`src/sv/bdu_pkg.sv`:
```
`default_nettype none

package bdu_pkg;

    // Internal word: holds any carried field, day count or year with margin.
    localparam int W      = 48;
    localparam int DEN_W  = 18;
    localparam int ACC_W  = 64;

    typedef enum logic [4:0] {
        ST_IDLE, ST_SEC, ST_MIN, ST_HR, ST_MON, ST_Y, ST_EYR, ST_DOE1, ST_ERA1,
        ST_DAYS1, ST_DAYS2, ST_Z, ST_DA, ST_DB, ST_DC, ST_NUM, ST_DD, ST_DOY,
        ST_DE, ST_FIN, ST_WD, ST_MLO, ST_MHI, ST_HMS, ST_OUT
    } state_t;

    typedef enum logic [4:0] {
        OP_NONE, OP_IN, OP_SEC, OP_MIN, OP_HR, OP_MON, OP_Y, OP_EYR, OP_DOE1,
        OP_ERA1, OP_DAYS1, OP_DAYS2, OP_Z, OP_DA, OP_DB, OP_DC, OP_NUM, OP_DD,
        OP_DOY, OP_DE, OP_FIN, OP_WD, OP_MLO, OP_MHI, OP_HMS
    } op_t;

    typedef struct packed {
        op_t  op;
        logic start;
        logic load;
    } cmd_t;

endpackage

`default_nettype wire

```
`src/sv/bdu_ctrl.sv`:
```
`default_nettype none

module bdu_ctrl
    import bdu_pkg::*;
(
    input  wire logic aclk,
    input  wire logic aresetn,
    input  wire logic s_valid,
    output logic      s_ready,
    output logic      m_valid,
    input  wire logic m_ready,
    input  wire logic div_done,
    output cmd_t      cmd
);

    state_t state_reg, state_next;
    logic   launched_reg, launched_next;
    logic   is_div;
    logic   step;

    always_comb begin
        case (state_reg)
            ST_SEC, ST_MIN, ST_HR, ST_MON, ST_EYR, ST_Z, ST_DA, ST_DB, ST_DC,
            ST_DD, ST_DE, ST_WD: is_div = 1'b1;
            default:             is_div = 1'b0;
        endcase
    end

    // a divide state advances when its quotient lands; other compute states advance every cycle
    assign step = is_div ? (launched_reg && div_done) : 1'b1;

    always_comb begin
        state_next    = state_reg;
        launched_next = launched_reg;
        if (is_div) begin
            if (!launched_reg) launched_next = 1'b1;
            else if (div_done) launched_next = 1'b0;
        end
        case (state_reg)
            ST_IDLE:  if (s_valid) state_next = ST_SEC;
            ST_SEC:   if (step) state_next = ST_MIN;
            ST_MIN:   if (step) state_next = ST_HR;
            ST_HR:    if (step) state_next = ST_MON;
            ST_MON:   if (step) state_next = ST_Y;
            ST_Y:     state_next = ST_EYR;
            ST_EYR:   if (step) state_next = ST_DOE1;
            ST_DOE1:  state_next = ST_ERA1;
            ST_ERA1:  state_next = ST_DAYS1;
            ST_DAYS1: state_next = ST_DAYS2;
            ST_DAYS2: state_next = ST_Z;
            ST_Z:     if (step) state_next = ST_DA;
            ST_DA:    if (step) state_next = ST_DB;
            ST_DB:    if (step) state_next = ST_DC;
            ST_DC:    if (step) state_next = ST_NUM;
            ST_NUM:   state_next = ST_DD;
            ST_DD:    if (step) state_next = ST_DOY;
            ST_DOY:   state_next = ST_DE;
            ST_DE:    if (step) state_next = ST_FIN;
            ST_FIN:   state_next = ST_WD;
            ST_WD:    if (step) state_next = ST_MLO;
            ST_MLO:   state_next = ST_MHI;
            ST_MHI:   state_next = ST_HMS;
            ST_HMS:   state_next = ST_OUT;
            ST_OUT:   if (m_ready) state_next = ST_IDLE;
            default:  state_next = ST_IDLE;
        endcase
    end

    always_comb begin
        s_ready   = 1'b0;
        m_valid   = 1'b0;
        cmd.start = is_div && !launched_reg;
        cmd.load  = step;
        case (state_reg)
            ST_IDLE: begin
                s_ready  = 1'b1;
                cmd.op   = OP_IN;
                cmd.load = s_valid;
            end
            ST_SEC:   cmd.op = OP_SEC;
            ST_MIN:   cmd.op = OP_MIN;
            ST_HR:    cmd.op = OP_HR;
            ST_MON:   cmd.op = OP_MON;
            ST_Y:     cmd.op = OP_Y;
            ST_EYR:   cmd.op = OP_EYR;
            ST_DOE1:  cmd.op = OP_DOE1;
            ST_ERA1:  cmd.op = OP_ERA1;
            ST_DAYS1: cmd.op = OP_DAYS1;
            ST_DAYS2: cmd.op = OP_DAYS2;
            ST_Z:     cmd.op = OP_Z;
            ST_DA:    cmd.op = OP_DA;
            ST_DB:    cmd.op = OP_DB;
            ST_DC:    cmd.op = OP_DC;
            ST_NUM:   cmd.op = OP_NUM;
            ST_DD:    cmd.op = OP_DD;
            ST_DOY:   cmd.op = OP_DOY;
            ST_DE:    cmd.op = OP_DE;
            ST_FIN:   cmd.op = OP_FIN;
            ST_WD:    cmd.op = OP_WD;
            ST_MLO:   cmd.op = OP_MLO;
            ST_MHI:   cmd.op = OP_MHI;
            ST_HMS:   cmd.op = OP_HMS;
            ST_OUT: begin
                m_valid  = 1'b1;
                cmd.op   = OP_NONE;
                cmd.load = 1'b0;
            end
            default: begin
                cmd.op   = OP_NONE;
                cmd.load = 1'b0;
            end
        endcase
    end

    always_ff @(posedge aclk) begin
        if (!aresetn) begin
            state_reg    <= ST_IDLE;
            launched_reg <= 1'b0;
        end else begin
            state_reg    <= state_next;
            launched_reg <= launched_next;
        end
    end

endmodule

`default_nettype wire

```
`config.mk`:
```
export PLATFORM = sky130hd
export DESIGN_NAME = bdu_ctrl
export DESIGN_NICKNAME = d
export VERILOG_FILES = /design/src/sv/bdu_pkg.sv /design/src/sv/bdu_ctrl.sv
export SDC_FILE = /design/constraint.sdc
export NUM_CORES = 1
export LEC_CHECK = 0
export ABC_AREA = 1
export BUFFER_PORTS_ARGS = -buffer_cell sky130_fd_sc_hd__clkbuf_2
export CORE_MARGIN = 2
export CORE_UTILIZATION = 40
export CTS_CLUSTER_DIAMETER = 150
export DETAILED_ROUTE_END_ITERATION = 7
export SYNTH_ARGS = -nofsm -noshare
export SYNTH_HDL_FRONTEND = slang
export SYNTH_SLANG_ARGS = --single-unit
```
`constraint.sdc`:
```
create_clock -name aclk -period 2.8 [get_ports aclk]
set_clock_uncertainty 0.15 [all_clocks]
set_input_delay 0.14 -clock aclk [delete_from_list [all_inputs] [get_ports aclk]]
set_output_delay 0.14 -clock aclk [all_outputs]
set_load 0.03 [all_outputs]
```
==> impl_metrics.env <==
export IMPL_die_h_um=47.83
export IMPL_synth_top_family_by_area="simple AND/OR/NAND/NOR gates"
export IMPL_slew_viol_final=0
export IMPL_grt_pass1_wl_um=3022
export IMPL_ys_warn_count=0
export IMPL_finalNetCount=149
export IMPL_numCtsBuffers=3
export IMPL_clock_path_buffers=2
export IMPL_synth_area_leader_cell="dfxtp_1"
export IMPL_htreeDepth=1
export IMPL_whs_path_depth=3
export IMPL_synthesis_nets=133
export IMPL_dpl_worst_slack_ps=645.4
export IMPL_ctsResizeCount=0
export IMPL_vias=833
export IMPL_fmax_mhz=454.7
export IMPL_rows=15
export IMPL_grt_pass1_vias=698
export IMPL_synth_compound_area_share_pct=10.91
export IMPL_register_area_um2=140.1
export IMPL_final_core_util_pct=49.43
export IMPL_setup_slack_ps=600.5
export IMPL_ant_nets=0
export IMPL_place_congestion=0.9258
export IMPL_grt_usage_pct=18.81
export IMPL_synth_mux_area_share_pct=0
export IMPL_rsz0062_at_grt="false"
export IMPL_cp_max_fo=11
export IMPL_cts_root_buffer_cell="clkbuf_4"
export IMPL_synth_avg_cell_area_um2=6.097
export IMPL_start_util_pct=43.55
export IMPL_dp_final_hpwl_um=1515
export IMPL_drt_wl_total_um=1922
export IMPL_hp_start="aresetn"
export IMPL_status="finished clean"
export IMPL_synthAdderAreaFrac_pct=3.257
export IMPL_cts_sinks=7
export IMPL_hold_end="state_reg[1]"
export IMPL_layout_min_cycle_time_ps=2199
export IMPL_drive_gt1_share_pct=30.50
export IMPL_grt_max_degree=12
export IMPL_required_ps=2800
export IMPL_worst_pin_slew_ps=435.6
export IMPL_r2r_setup_slack_ps=600
export IMPL_synth_seq_cells=7
export IMPL_worst_hold_slack_ps=35.86
export IMPL_hold_path_class="in -> reg"
export IMPL_synthSimpleGateAreaFrac_pct=55.21
export IMPL_drc=0
export IMPL_cts_tree="done"
export IMPL_synthXorXnorAreaFrac_pct=0
export IMPL_drt_iter0_markers=38
export IMPL_post_route_period_util_pct=78.55
export IMPL_die_w_um=47.83
export IMPL_core_area_um2=1764
export IMPL_clkTransAtPathRegs_ps=60
export IMPL_reg2reg_to="is_div"
export IMPL_relSlewSlack_pct=70.92
export IMPL_synth_top_area_share_pct=18.24
export IMPL_timing_rr_start="state_reg[4]"
export IMPL_first_pass_iters=4
export IMPL_multi_input_area_um2=533.0
export IMPL_arrival_ps=2190
export IMPL_num_antenna_cells=0
export IMPL_insertion_delay_ps=260
export IMPL_cts_hold_buf=0
export IMPL_die_area_um2=2287
export IMPL_synthesis_area_um2=768.2
export IMPL_setup_viol=0
export IMPL_largest_reg_flops=5
export IMPL_fin_tns_setup_ps=0
export IMPL_max_cap_viol_count=0
export IMPL_critPathCaptureType="flip-flop"
export IMPL_rr_worst_depth=15
export IMPL_area_growth_pct=13.52
export IMPL_netlist_top_cells_area="dfxtp_1 (18%), nand2_1 (16%), nand3_1 (9.1%), inv_1 (6.4%), nor2_2 (5.7%)"
export IMPL_grt_remaining_overflow=0
export IMPL_syn_inst=126
export IMPL_start_kind="flip-flop"
export IMPL_place_port_buffers=13
export IMPL_filler_cell_count=198
export IMPL_hold_violations=0
export IMPL_vias_per_cell=5.018
export IMPL_detail_route_wl_per_cell_um=11.58
export IMPL_synth_cell_types=25
export IMPL_io_pins=14
export IMPL_ys_seq_area_share_pct=18.24
export IMPL_antenna_found_initial=0
export IMPL_cts_setup_buffers=0
export IMPL_critical_path_class="reg -> reg"
cell families after synthesis:
kind of cell / after synthesis
AND/OR/NAND/NOR: 81
buffers and inverters: 21
AO/OA/AOI/OAI: 15
flip-flops: 7
adder cells (fa/ha/maj): 2
critical path: stages, from the launching register on:
cell and delay [ps]:
dfxtp_1 580, inv_2 150, nand2_2 120, nor2_1 70, nand2_1 100, nand2_2 50, nor2_2 120, nand3_4 130
nand2_4 130, inv_4 40, nor2_1 80, nor2_1 40, o21ai_0 100, inv_1 80, nand3_1 80, nand2_1 60
worst max-delay path by stage:
| stage | startpoint | to | slack (ps) | cells past startpoint |
|---|---|---|---|---|
| finish | state_reg[4] | is_div | 600 | 15 |
| global route | state_reg[4] | is_div | 350 | 15 |
| CTS | state_reg[4] | is_div | 630 | 15 |
| detailed placement | state_reg[4] | is_div | 650 | 15 |
| global placement | state_reg[4] | is_div | 610 | 15 |
| floorplan | state_reg[0] | cmd[0] | 300 | 5 |
cells in the mapped netlist, drive strengths merged:
library cell / n
ha: 2
a21oi: 9
nor4: 1
nand2: 39
buf: 2
inv: 19
dfxtp: 7
o211ai: 1
nand4: 2
nand3b: 1
nor2: 19
nand3: 17
a211oi: 1
o21ai: 4
nor3: 2
through the flow:
step	instance area (um2)	std cells
after floorplan	768.2	126
after global placement	845.8	162
after detailed placement	845.8	162
after CTS	872.1	166
after global routing	872.1	166
final	872.1	166
area by class of cell:
cell class                      count  area share [%]
Multi-Input combinational cell     98           61.12
Sequential cell                     7           16.07
Inverter                           19           8.752
Timing Repair Buffer               13           7.461
Tap cell                           25           3.587
Clock buffer                        4           3.013
routing by layer:
layer	part of all wire, %	vias up	GRT usage, %
met4	0.94	0	4.865
met5	0	-	0
met2	45	31	28.80
met1	48	364	26.19
met3	6.4	4	4.906
li1	-	434	-
cells in the final DEF (no fill, tap or decap), types with 2 or more instances in the layout:
master     n
clkbuf_4   3
nand3_2    2
dfxtp_1    7
o21ai_0    4
nor3_1     2
nor2_2     7
nor2_4     3
nand2_1   32
nand4_1    2
a21oi_1    8
inv_2      4
clkbuf_2  13
inv_4      2
nand2_2    6
nand3_1   14
nor2_1     9
ha_1       2
inv_1     13
Power is left out: the tool's default activity adds up to more than one toggle a clock period on the data nets, which glitch-free logic cannot reach.
